==> src/sv/mbps_pkg.sv <==
// Shared types and constants of the masked byte pattern scan unit.
// Holds the beat structs, register and capture codes and the default sizes.
// Depends on nothing; every other file of the block imports it.
package mbps_pkg;

	localparam int MAX_PATTERN_DEF = 32;
	localparam int COUNT_BITS_DEF  = 32;
	localparam int RFIFO_DEPTH     = 4;

	localparam int CFG_DATA_W  = 64;
	localparam int CFG_INDEX_W = 3;

	typedef logic [CFG_INDEX_W-1:0] cfg_index_t;

	localparam cfg_index_t REG_PATTERN_LENGTH = 3'd0;
	localparam cfg_index_t REG_ALIGN_LOG2     = 3'd1;
	localparam cfg_index_t REG_NTH_MATCH      = 3'd2;
	localparam cfg_index_t REG_MAX_RESULTS    = 3'd3;
	localparam cfg_index_t REG_BASE_ADDRESS   = 3'd4;
	localparam cfg_index_t REG_CAPTURE_KIND   = 3'd5;
	localparam cfg_index_t REG_CAPTURE_OFFSET = 3'd6;
	localparam cfg_index_t REG_USE_REL_TARGET = 3'd7;

	typedef logic [2:0] cap_kind_t;

	localparam cap_kind_t CAP_NONE  = 3'd0;
	localparam cap_kind_t CAP_REL8  = 3'd1;
	localparam cap_kind_t CAP_REL32 = 3'd2;
	localparam cap_kind_t CAP_U16   = 3'd3;
	localparam cap_kind_t CAP_U32   = 3'd4;
	localparam cap_kind_t CAP_U64   = 3'd5;

	localparam logic REQ_PATTERN = 1'b0;
	localparam logic REQ_DATA    = 1'b1;

	localparam logic RES_MATCH   = 1'b0;
	localparam logic RES_SUMMARY = 1'b1;

	typedef struct packed {
		logic       req_type;
		logic [4:0] pattern_index;
		logic [7:0] pattern_value;
		logic [7:0] pattern_mask;
		logic [7:0] data_byte;
		logic       end_of_buffer;
	} item_t;

	typedef struct packed {
		logic        result_kind;
		logic [63:0] match_address;
		logic [63:0] capture_value;
		logic [63:0] target_address;
		logic [31:0] match_count;
		logic        last;
	} result_t;

	// One queue entry covers every beat that one data byte causes.
	typedef struct packed {
		logic        has_match;
		logic        has_sum;
		logic [63:0] match_address;
		logic [63:0] capture_value;
		logic [63:0] target_address;
		logic [31:0] match_count;
	} rfifo_entry_t;

	// Number of bytes a capture kind reads; zero for no capture.
	function automatic logic [3:0] cap_size(input cap_kind_t kind);
		logic [3:0] size;
		unique case (kind)
			CAP_REL8:  size = 4'd1;
			CAP_REL32: size = 4'd4;
			CAP_U16:   size = 4'd2;
			CAP_U32:   size = 4'd4;
			CAP_U64:   size = 4'd8;
			default:   size = 4'd0;
		endcase
		return size;
	endfunction

endpackage

==> src/sv/mbps_window_cmp.sv <==
// Masked compare of the pattern against the byte window, plus capture extraction.
// Purely combinational; uses mbps_pkg only for the default pattern size.
// Instantiated by masked_byte_pattern_scan_unit.
module mbps_window_cmp
	import mbps_pkg::*;
#(
	parameter int MAX_PATTERN = MAX_PATTERN_DEF,
	parameter int LEN_W       = $clog2(MAX_PATTERN_DEF + 1)
) (
	input  logic [MAX_PATTERN-1:0][7:0] win,
	input  logic [MAX_PATTERN-1:0][7:0] pval,
	input  logic [MAX_PATTERN-1:0][7:0] pmask,
	input  logic [LEN_W-1:0]            len,
	input  logic [4:0]                  cap_offset,
	input  logic [3:0]                  cap_len,
	output logic                        hit,
	output logic                        cap_ok,
	output logic [63:0]                 cap_raw
);

	localparam int IDX_W = (MAX_PATTERN > 1) ? $clog2(MAX_PATTERN) : 1;

	logic [MAX_PATTERN-1:0] diff;

	// Pattern entry p lines up with window byte MAX_PATTERN - len + p, so the
	// candidate always ends at the newest byte.
	always_comb begin
		for (int p = 0; p < MAX_PATTERN; p++) begin
			diff[p] = 1'b0;
			if (p < int'(len)) begin
				diff[p] = |((win[IDX_W'(MAX_PATTERN - int'(len) + p)] ^ pval[p]) & pmask[p]);
			end
		end
	end

	assign hit = ~|diff;

	always_comb begin
		int cidx;
		cap_raw = '0;
		for (int b = 0; b < 8; b++) begin
			cidx = MAX_PATTERN - int'(len) + int'(cap_offset) + b;
			if (b < int'(cap_len) && cidx < MAX_PATTERN) begin
				cap_raw[8*b +: 8] = win[IDX_W'(cidx)];
			end
		end
	end

	assign cap_ok = (cap_len != 4'd0) && (int'(cap_offset) + int'(cap_len) <= int'(len));

endmodule

==> src/sv/mbps_rfifo.sv <==
// Small result queue between the scan pipeline and the result channel.
// Stores rfifo_entry_t from mbps_pkg; one push and one pop per cycle.
// Instantiated by masked_byte_pattern_scan_unit.
module mbps_rfifo
	import mbps_pkg::*;
#(
	parameter int DEPTH = RFIFO_DEPTH
) (
	input  logic                         clk,
	input  logic                         arst_n,
	input  logic                         push,
	input  rfifo_entry_t                 wdata,
	input  logic                         pop,
	output rfifo_entry_t                 rdata,
	output logic [$clog2(DEPTH+1)-1:0]   count
);

	localparam int PW = (DEPTH > 1) ? $clog2(DEPTH) : 1;
	localparam int CW = $clog2(DEPTH + 1);

	rfifo_entry_t   mem_q [DEPTH];
	logic [PW-1:0]  wr_ptr_q;
	logic [PW-1:0]  rd_ptr_q;
	logic [CW-1:0]  count_q;

	always_ff @(posedge clk) begin
		if (push) begin
			mem_q[wr_ptr_q] <= wdata;
		end
	end

	always_ff @(posedge clk or negedge arst_n) begin
		if (!arst_n) begin
			wr_ptr_q <= '0;
			rd_ptr_q <= '0;
			count_q  <= '0;
		end else begin
			if (push) begin
				wr_ptr_q <= (wr_ptr_q == PW'(DEPTH - 1)) ? '0 : wr_ptr_q + PW'(1);
			end
			if (pop) begin
				rd_ptr_q <= (rd_ptr_q == PW'(DEPTH - 1)) ? '0 : rd_ptr_q + PW'(1);
			end
			count_q <= count_q + CW'(push) - CW'(pop);
		end
	end

	assign rdata = mem_q[rd_ptr_q];
	assign count = count_q;

endmodule

==> src/sv/masked_byte_pattern_scan_unit.sv <==
// Masked byte pattern scan unit: top level with configuration, scan pipeline and output.
// Depends on mbps_pkg, mbps_window_cmp and mbps_rfifo.
//
// The unit takes one input beat per clock cycle, pattern entry writes and buffer data
// bytes alike, and keeps that rate as long as results are drained. A data byte is
// compared against the whole pattern at once, all pattern positions in parallel
// against the window of the newest MAX_PATTERN bytes. An accepted beat passes
// the input register, the compare and count stage, and the address stage that
// fills a four-entry result queue. The result channel moves one beat per cycle
// while result_ready is high; a final byte of a buffer that is also a reported
// match gives two beats (the match, then the summary), which is the only case
// where the output side sets the pace. Input ready drops only when the result
// queue together with the bytes still in flight could fill it. Configuration
// writes take effect at once and are meant for idle periods between buffers;
// pattern entries, in contrast, may be rewritten in the middle of a buffer and
// apply from the next data byte on.
module masked_byte_pattern_scan_unit
	import mbps_pkg::*;
#(
	parameter int MAX_PATTERN = MAX_PATTERN_DEF,
	parameter int COUNT_BITS  = COUNT_BITS_DEF
) (
	input  logic                   clk,
	input  logic                   arst_n,

	input  logic                   item_valid,
	output logic                   item_ready,
	input  item_t                  item,

	output logic                   result_valid,
	input  logic                   result_ready,
	output result_t                result,

	input  logic                   cfg_we,
	input  cfg_index_t             cfg_index,
	input  logic [CFG_DATA_W-1:0]  cfg_data
);

	localparam int IDX_W  = (MAX_PATTERN > 1) ? $clog2(MAX_PATTERN) : 1;
	localparam int LEN_W  = $clog2(MAX_PATTERN + 1);
	localparam int CMP_W  = (COUNT_BITS > 16) ? COUNT_BITS : 16;
	localparam int FCNT_W = $clog2(RFIFO_DEPTH + 1);

	// Everything the address stage needs from the compare stage.
	typedef struct packed {
		logic        has_match;
		logic        has_sum;
		logic [31:0] offset;
		logic [31:0] count;
		logic [63:0] cap_plain;
		logic        is_rel;
		logic [33:0] rel_disp;
	} s2_rec_t;

	// Configuration registers.
	logic [5:0]  cfg_len_q;
	logic [3:0]  cfg_align_q;
	logic [15:0] cfg_nth_q;
	logic [15:0] cfg_maxres_q;
	logic [63:0] cfg_base_q;
	cap_kind_t   cfg_capk_q;
	logic [4:0]  cfg_capoff_q;
	logic        cfg_userel_q;

	// Scan state.
	logic [MAX_PATTERN-1:0][7:0] win_q;
	logic [MAX_PATTERN-1:0][7:0] pval_q;
	logic [MAX_PATTERN-1:0][7:0] pmask_q;
	logic [31:0]                 seen_q;
	logic [COUNT_BITS-1:0]       found_q;
	logic [15:0]                 emitted_q;

	// Pipeline.
	logic    v1_q;
	item_t   item_s1;
	logic    v2_q;
	s2_rec_t rec_s2;
	logic    sub_q;

	logic                        item_acc;
	logic [LEN_W-1:0]            eff_len;
	logic [MAX_PATTERN-1:0][7:0] win_new;
	logic                        is_data;
	logic                        eob;
	logic                        candidate;
	logic [31:0]                 offset;
	logic [15:0]                 addr_lo;
	logic [15:0]                 amask;
	logic                        aligned;
	logic                        bytes_hit;
	logic                        match;
	logic                        counted;
	logic [COUNT_BITS-1:0]       found_inc;
	logic                        nth_ok;
	logic                        limit_hit;
	logic                        emit;
	logic [15:0]                 emitted_next;
	logic [31:0]                 count32;
	logic [3:0]                  cap_len;
	logic                        cap_ok;
	logic [63:0]                 cap_raw;
	logic                        is_rel;
	logic [33:0]                 disp;
	logic [33:0]                 rel_disp;

	logic [63:0]                 addr_s2;
	logic [63:0]                 tgt_s2;
	rfifo_entry_t                entry;
	rfifo_entry_t                head;
	logic [FCNT_W-1:0]           fifo_cnt;
	logic                        pop;
	logic                        sum_beat;

	// ------------------------------------------------------------------
	// Configuration port. Every index of the port names a register.
	// ------------------------------------------------------------------
	always_ff @(posedge clk or negedge arst_n) begin
		if (!arst_n) begin
			cfg_len_q    <= 6'd1;
			cfg_align_q  <= '0;
			cfg_nth_q    <= '0;
			cfg_maxres_q <= '0;
			cfg_base_q   <= '0;
			cfg_capk_q   <= CAP_NONE;
			cfg_capoff_q <= '0;
			cfg_userel_q <= 1'b0;
		end else if (cfg_we) begin
			unique case (cfg_index)
				REG_PATTERN_LENGTH: cfg_len_q    <= cfg_data[5:0];
				REG_ALIGN_LOG2:     cfg_align_q  <= cfg_data[3:0];
				REG_NTH_MATCH:      cfg_nth_q    <= cfg_data[15:0];
				REG_MAX_RESULTS:    cfg_maxres_q <= cfg_data[15:0];
				REG_BASE_ADDRESS:   cfg_base_q   <= cfg_data;
				REG_CAPTURE_KIND:   cfg_capk_q   <= cfg_data[2:0];
				REG_CAPTURE_OFFSET: cfg_capoff_q <= cfg_data[4:0];
				REG_USE_REL_TARGET: cfg_userel_q <= cfg_data[0];
				default: ;
			endcase
		end
	end

	// A length of zero acts as one, and anything above the window size is
	// clipped to the window size.
	always_comb begin
		if (cfg_len_q == 6'd0) begin
			eff_len = LEN_W'(1);
		end else if (int'(cfg_len_q) > MAX_PATTERN) begin
			eff_len = LEN_W'(MAX_PATTERN);
		end else begin
			eff_len = LEN_W'(cfg_len_q);
		end
	end

	// ------------------------------------------------------------------
	// Input register. The pipeline behind it never stalls, so the only
	// thing that can hold off a new beat is room in the result queue: each
	// beat in flight may need one queue entry.
	// ------------------------------------------------------------------
	assign item_ready = (4'(fifo_cnt) + 4'(v1_q) + 4'(v2_q)) < 4'(RFIFO_DEPTH);
	assign item_acc   = item_valid && item_ready;

	always_ff @(posedge clk or negedge arst_n) begin
		if (!arst_n) begin
			v1_q <= 1'b0;
		end else begin
			v1_q <= item_acc;
		end
	end

	always_ff @(posedge clk) begin
		if (item_acc) begin
			item_s1 <= item;
		end
	end

	// ------------------------------------------------------------------
	// Compare and count stage.
	// ------------------------------------------------------------------
	assign is_data = v1_q && (item_s1.req_type == REQ_DATA);
	assign eob     = is_data && item_s1.end_of_buffer;

	// The window with the new byte shifted in at the top.
	always_comb begin
		for (int i = 0; i < MAX_PATTERN - 1; i++) begin
			win_new[i] = win_q[i+1];
		end
		win_new[MAX_PATTERN-1] = item_s1.data_byte;
	end

	// A candidate exists once the buffer (since the last wrap of the byte
	// counter) holds at least the pattern length.
	assign candidate = ({1'b0, seen_q} + 33'd1) >= 33'(eff_len);
	assign offset    = seen_q + 32'd1 - 32'(eff_len);

	// Alignment only looks at the low bits of base plus offset.
	assign addr_lo = cfg_base_q[15:0] + offset[15:0];
	assign amask   = ~(16'hFFFF << cfg_align_q);
	assign aligned = (addr_lo & amask) == 16'd0;

	assign cap_len = cap_size(cfg_capk_q);

	mbps_window_cmp #(
		.MAX_PATTERN (MAX_PATTERN),
		.LEN_W       (LEN_W)
	) u_cmp (
		.win        (win_new),
		.pval       (pval_q),
		.pmask      (pmask_q),
		.len        (eff_len),
		.cap_offset (cfg_capoff_q),
		.cap_len    (cap_len),
		.hit        (bytes_hit),
		.cap_ok     (cap_ok),
		.cap_raw    (cap_raw)
	);

	assign match     = is_data && candidate && aligned && bytes_hit;
	assign counted   = match && (found_q != '1);
	assign found_inc = found_q + COUNT_BITS'(counted);

	// With a match number set, only the match that just raised the count to
	// that number is reported; a saturated count never reports again.
	assign nth_ok    = (cfg_nth_q == 16'd0) ||
	                   (counted && (CMP_W'(found_inc) == CMP_W'(cfg_nth_q)));
	assign limit_hit = (cfg_maxres_q != 16'd0) && (emitted_q >= cfg_maxres_q);
	assign emit      = match && nth_ok && !limit_hit;

	assign emitted_next = (emit && (emitted_q != 16'hFFFF)) ? emitted_q + 16'd1 : emitted_q;

	// The reported count is clipped to 32 bits when the counter is wider.
	if (COUNT_BITS > 32) begin : g_cnt_sat
		assign count32 = (|found_inc[COUNT_BITS-1:32]) ? 32'hFFFF_FFFF : found_inc[31:0];
	end else begin : g_cnt_ext
		assign count32 = 32'(found_inc);
	end

	// Relative captures: the displacement is sign extended, and the target is
	// the match address plus capture offset plus capture size plus displacement.
	// The address-independent part is summed here.
	assign is_rel   = cap_ok && ((cfg_capk_q == CAP_REL8) || (cfg_capk_q == CAP_REL32));
	assign disp     = (cfg_capk_q == CAP_REL8) ? 34'(signed'(cap_raw[7:0]))
	                                           : 34'(signed'(cap_raw[31:0]));
	assign rel_disp = disp + 34'(cfg_capoff_q) + 34'(cap_len);

	// State update. The final byte of a buffer clears the buffer state after
	// its own results have been worked out.
	always_ff @(posedge clk or negedge arst_n) begin
		if (!arst_n) begin
			win_q     <= '0;
			pval_q    <= '0;
			pmask_q   <= '0;
			seen_q    <= '0;
			found_q   <= '0;
			emitted_q <= '0;
		end else if (v1_q) begin
			if (item_s1.req_type == REQ_PATTERN) begin
				if (int'(item_s1.pattern_index) < MAX_PATTERN) begin
					pval_q[IDX_W'(item_s1.pattern_index)]  <= item_s1.pattern_value;
					pmask_q[IDX_W'(item_s1.pattern_index)] <= item_s1.pattern_mask;
				end
			end else if (item_s1.end_of_buffer) begin
				win_q     <= '0;
				seen_q    <= '0;
				found_q   <= '0;
				emitted_q <= '0;
			end else begin
				win_q     <= win_new;
				seen_q    <= seen_q + 32'd1;
				found_q   <= found_inc;
				emitted_q <= emitted_next;
			end
		end
	end

	always_ff @(posedge clk or negedge arst_n) begin
		if (!arst_n) begin
			v2_q <= 1'b0;
		end else begin
			v2_q <= emit || eob;
		end
	end

	always_ff @(posedge clk) begin
		if (emit || eob) begin
			rec_s2.has_match <= emit;
			rec_s2.has_sum   <= eob;
			rec_s2.offset    <= offset;
			rec_s2.count     <= count32;
			rec_s2.cap_plain <= cap_ok ? cap_raw : 64'd0;
			rec_s2.is_rel    <= is_rel;
			rec_s2.rel_disp  <= rel_disp;
		end
	end

	// ------------------------------------------------------------------
	// Address stage: full 64-bit match address and relative target, then
	// into the result queue.
	// ------------------------------------------------------------------
	assign addr_s2 = cfg_base_q + 64'(rec_s2.offset);
	assign tgt_s2  = cfg_base_q + 64'(rec_s2.offset) + 64'(signed'(rec_s2.rel_disp));

	always_comb begin
		entry.has_match      = rec_s2.has_match;
		entry.has_sum        = rec_s2.has_sum;
		entry.match_address  = addr_s2;
		entry.capture_value  = rec_s2.is_rel ? tgt_s2 : rec_s2.cap_plain;
		entry.target_address = (rec_s2.is_rel && cfg_userel_q) ? tgt_s2 : 64'd0;
		entry.match_count    = rec_s2.count;
	end

	mbps_rfifo #(
		.DEPTH (RFIFO_DEPTH)
	) u_rfifo (
		.clk    (clk),
		.arst_n (arst_n),
		.push   (v2_q),
		.wdata  (entry),
		.pop    (pop),
		.rdata  (head),
		.count  (fifo_cnt)
	);

	// ------------------------------------------------------------------
	// Output side. An entry holding both a match and a summary is sent as
	// two beats; sub_q marks that the match beat has already gone out.
	// ------------------------------------------------------------------
	assign result_valid = fifo_cnt != '0;
	assign sum_beat     = !head.has_match || sub_q;

	always_comb begin
		result.result_kind    = sum_beat ? RES_SUMMARY : RES_MATCH;
		result.match_address  = sum_beat ? 64'd0 : head.match_address;
		result.capture_value  = sum_beat ? 64'd0 : head.capture_value;
		result.target_address = sum_beat ? 64'd0 : head.target_address;
		result.match_count    = head.match_count;
		result.last           = sum_beat || !head.has_sum;
	end

	assign pop = result_valid && result_ready && result.last;

	always_ff @(posedge clk or negedge arst_n) begin
		if (!arst_n) begin
			sub_q <= 1'b0;
		end else if (result_valid && result_ready) begin
			sub_q <= !result.last;
		end
	end

	// ------------------------------------------------------------------
	// Assertions.
	// ------------------------------------------------------------------
	a_no_overflow: assert property (@(posedge clk) disable iff (!arst_n)
		v2_q |-> (fifo_cnt < FCNT_W'(RFIFO_DEPTH)))
		else $error("result queue written while full");

	a_eob_clears: assert property (@(posedge clk) disable iff (!arst_n)
		eob |=> (seen_q == 32'd0 && found_q == '0 && emitted_q == 16'd0))
		else $error("buffer state not cleared after end of buffer");

	a_entry_nonempty: assert property (@(posedge clk) disable iff (!arst_n)
		result_valid |-> (head.has_match || head.has_sum))
		else $error("result queue holds an entry without any beat");

	a_sub_pair: assert property (@(posedge clk) disable iff (!arst_n)
		sub_q |-> (result_valid && head.has_match && head.has_sum))
		else $error("second beat pending on an entry that has no summary");

endmodule

==> config.mk <==
export PLATFORM = sky130hd
export DESIGN_NAME = masked_byte_pattern_scan_unit
export DESIGN_NICKNAME = d
export VERILOG_FILES = /design/src/sv/mbps_pkg.sv /design/src/sv/mbps_window_cmp.sv /design/src/sv/mbps_rfifo.sv /design/src/sv/masked_byte_pattern_scan_unit.sv
export SDC_FILE = /design/constraint.sdc
export NUM_CORES = 2
export LEC_CHECK = 0
export BUFFER_PORTS_ARGS = -buffer_cell sky130_fd_sc_hd__buf_4
export CORE_MARGIN = 4
export CORE_UTILIZATION = 55
export DETAILED_ROUTE_END_ITERATION = 10
export HOLD_SLACK_MARGIN = 0.02
export PLACE_DENSITY = 0.79
export SLEW_MARGIN = 20
export SYNTH_ARGS = -nofsm -noshare
export SYNTH_HDL_FRONTEND = slang
export SYNTH_SLANG_ARGS = --single-unit
==> constraint.sdc <==
create_clock -name clk -period 15.35 [get_ports clk]
set_input_delay 0.7675 -clock clk [delete_from_list [all_inputs] [get_ports clk]]
set_output_delay 0.7675 -clock clk [all_outputs]
set_load 0.02 [all_outputs]
==> results_dict.tcl <==
set metrics [dict create \
    status "finished clean" \
    drive_gt1_share_pct 25.23 \
    grt_pass1_wl_um 742400 \
    synth_mux_area_share_pct 25.17 \
    port_buffers 330 \
    hp-class "in -> reg" \
    synthFlopType "edfxtp_1" \
    final.fill_count 17900 \
    root_buffer "clkbuf_16" \
    utilization_pct 61.69 \
    cp.required_ns 15.88 \
    p_leak_nw 58.35 \
    synth_top_family_by_area "multiplexers" \
    num_io_pins 331 \
    final_area_um2 145600 \
    synthArstFlopShare_pct 46.73 \
    critical_path_class "reg -> reg" \
    ys_seq_area_share_pct 43.66 \
    drv_cap 0 \
    cp_max_fo 74 \
    crit_path_end_kind "flop" \
    drc_errors 0 \
    hp-start "item[8]" \
    track_usage_pct 42.13 \
    cts.sinks 2065 \
    max_slew_margin_pct 13.57 \
    gp_congestion 1.084 \
    cts.clk_slew.worst_paths_ns 0.07 \
    reg2reg_to "rec_s2[27]" \
    yosys.area_share.adder_pct 2.562 \
    syn_area_um2 131000 \
    area_growth_syn_to_layout_pct 11.19 \
    yosysWarnings 0 \
    hold_viol 0 \
    cpPeakStageDelay_ns 0.93 \
    grt_pass1_vias 99090 \
    period_share_pct 87.31 \
    tightest_slew_ns 1.296 \
    grt_max_degree 202 \
    grt-ovfl-total 0 \
    crit_arrival_ns 13.94 \
    die_h_um 496.0 \
    slew_violations 0 \
    holdPathEnd "item_s1[8]" \
    synth_top_area_share_pct 25.22 \
    r2r_start "cfg_len_q[4]" \
    core_um2 236100 \
    synth-seq-cells 2065 \
    powerDensity_nw_per_um2 224.8 \
    critPathSlowestCell "a21boi_1" \
    wl_per_cell_um 36.13 \
    start_util_pct 55.48 \
    num_rows 178 \
    ys_types 117 \
    fmax_mhz 74.62 \
    startpoint_type "flop" \
    setup_viol 0 \
    max-vdd-ir-drop_mv 0.3139 \
    clk_path_buf_depth 3 \
    antenna_found_initial 34 \
    place_area_um2 137600 \
    finalWirelength_um 527200 \
    via_per_inst 7.090 \
    numCtsBuffers 217 \
    avgSynthCellArea_um2 11.75 \
    final_nets 11590 \
    first_iter_violations 14520 \
    final_common_cell "edfxtp_1" \
    cts_tree "done" \
    yosys.area_share.simple_pct 11.67 \
    path_common_cell "buf_4" \
    synth_compound_area_share_pct 9.506 \
    fin_crit_ns 13.40 \
    netlist_instances 11140 \
    synth-edff-count 1100 \
    layout_common_cells "edfxtp_1, nand2_1, dfrtp_1, mux2_2, mux2i_1" \
    post-cts-setup-buffers 0 \
    clkLatencyLatePin_ns 0.93 \
    rsz0062_at_grt "no" \
    vias 103500 \
    yosys.area.top_type "edfxtp_1" \
    r2r_cells 39 \
    drtAntennaViolNets 0 \
    dieArea_um2 246000 \
    clock_skew_ns 0.09837 \
    first_pass_iters 7 \
    hold_depth 1 \
    hpwlAfterDp_um 384100 \
    die_x_um 496.0 \
    h-tree-depth 4 \
    synth_area_leaders "edfxtp_1, dfrtp_1, mux4_2" \
    fin_tns_setup_ns 0 \
    syn_nets 11510 \
    rrSetupSlack_ns 1.95 \
    synthXorXnorAreaFrac_pct 3.836 \
]
[power by group]
group	internal [mW]	switching, mW	total, mW
Sequential	6.95	0.842	7.79
Combinational	7.03	12.2	19.2
Clock	3.32	2.41	5.73
Total	17.3	15.4	32.7
[worst max path at each step]
stage	start	to	slack [ns]	depth (start not counted)
detailed placement	cfg_len_q[4]	rec_s2[68]	2.17	39
global route	cfg_len_q[4]	rec_s2[27]	1.27	39
finish	cfg_len_q[4]	rec_s2[27]	1.95	39
CTS	cfg_len_q[4]	rec_s2[27]	2.16	39
global placement	cfg_len_q[4]	rec_s2[69]	2.39	39
floorplan	cfg_len_q[4]	entry[0]	0.24	49
[what timing repair did]
item                                   CTS  global route
hold buffers                            12             0
endpoints found under the hold margin  108             0
gates resized for setup                  0             0
[synth_stat cells (217+ instances only)]
master,instances
edfxtp_1,1100
nand2_1,1052
dfrtp_1,964
mux2_2,850
mux2i_1,816
mux4_2,675
nor2_1,609
clkbuf_1,529
xnor2_1,325
a21oi_1,313
o21ai_0,274
nor2b_1,260
ha_1,249
inv_1,242
nand3b_1,235
xor2_1,217
[worst max-delay path, delay by kind of cell (launching register included)]
family / cells / cell delay, ns
AO/OA/AOI/OAI: 9 / 4.46
XOR/XNOR: 4 / 0.62
adder cells (fa/ha/maj): 4 / 1.15
buffers and inverters: 9 / 2.60
flip-flops: 1 / 0.65
multiplexers: 1 / 0.25
AND/OR/NAND/NOR: 12 / 3.12
[per-stage QoR]
stage	cells	worst slack [ns]	hold WS, ns	power, mW
5_1_grt	14580	1.267	0.03236	33.77
6_report	14590	1.948	0.06360	32.75
3_3_place_gp	14150	2.388	0.4747	26.13
4_1_cts	14570	2.157	0.02586	32.25
2_1_floorplan	11140	0.2402	0.4413	19.76
3_5_place_dp	14150	2.173	0.4831	26.46
[kinds of logic after synthesis]
| family | count (synthesis) |
|---|---|
| buffers and inverters | 1095 |
| multiplexers | 2343 |
| flip-flops | 2065 |
| adder cells (fa/ha/maj) | 261 |
| XOR/XNOR | 557 |
| AND/OR/NAND/NOR | 3054 |
| AO/OA/AOI/OAI | 1768 |
[sequential cells by signal, summed over array words and instances, names as in the netlist, 4 cells and up]
signal,flops
u_rfifo.mem_q,904
win_new,248
cfg_maxres_q,16
cfg_capoff_q,5
seen_q,32
cfg_align_q,4
cfg_len_q,6
entry,34
cfg_nth_q,16
rec_s2,131
pmask_q,256
pval_q,256
cfg_base_q,64
found_q,32
emitted_q,16
item_s1,31
[layer usage]
layer | vias to the layer above | GRT usage, % | share of wire [%]
li1 | 42580 | - | -
met1 | 52110 | 54.45 | 37
met4 | 18 | 31.37 | 9.4
met2 | 7199 | 61.48 | 43
met5 | - | 0 | 0.022
met3 | 1564 | 10.73 | 11
[area by class of cell]
cell class	count	area, µm²	area share, %
multi-input cells	7983	70020	48.08
flip-flops and latches	2065	57190	39.27
clock buffers	270	5851	4.017
repair buffers	712	5600	3.845
well taps	3150	3941	2.706
clock inverters	142	2018	1.386
inverters	250	959.7	0.6590
diodes	21	52.55	0.03608
No activity file was read; power rests on OpenSTA's default activity.
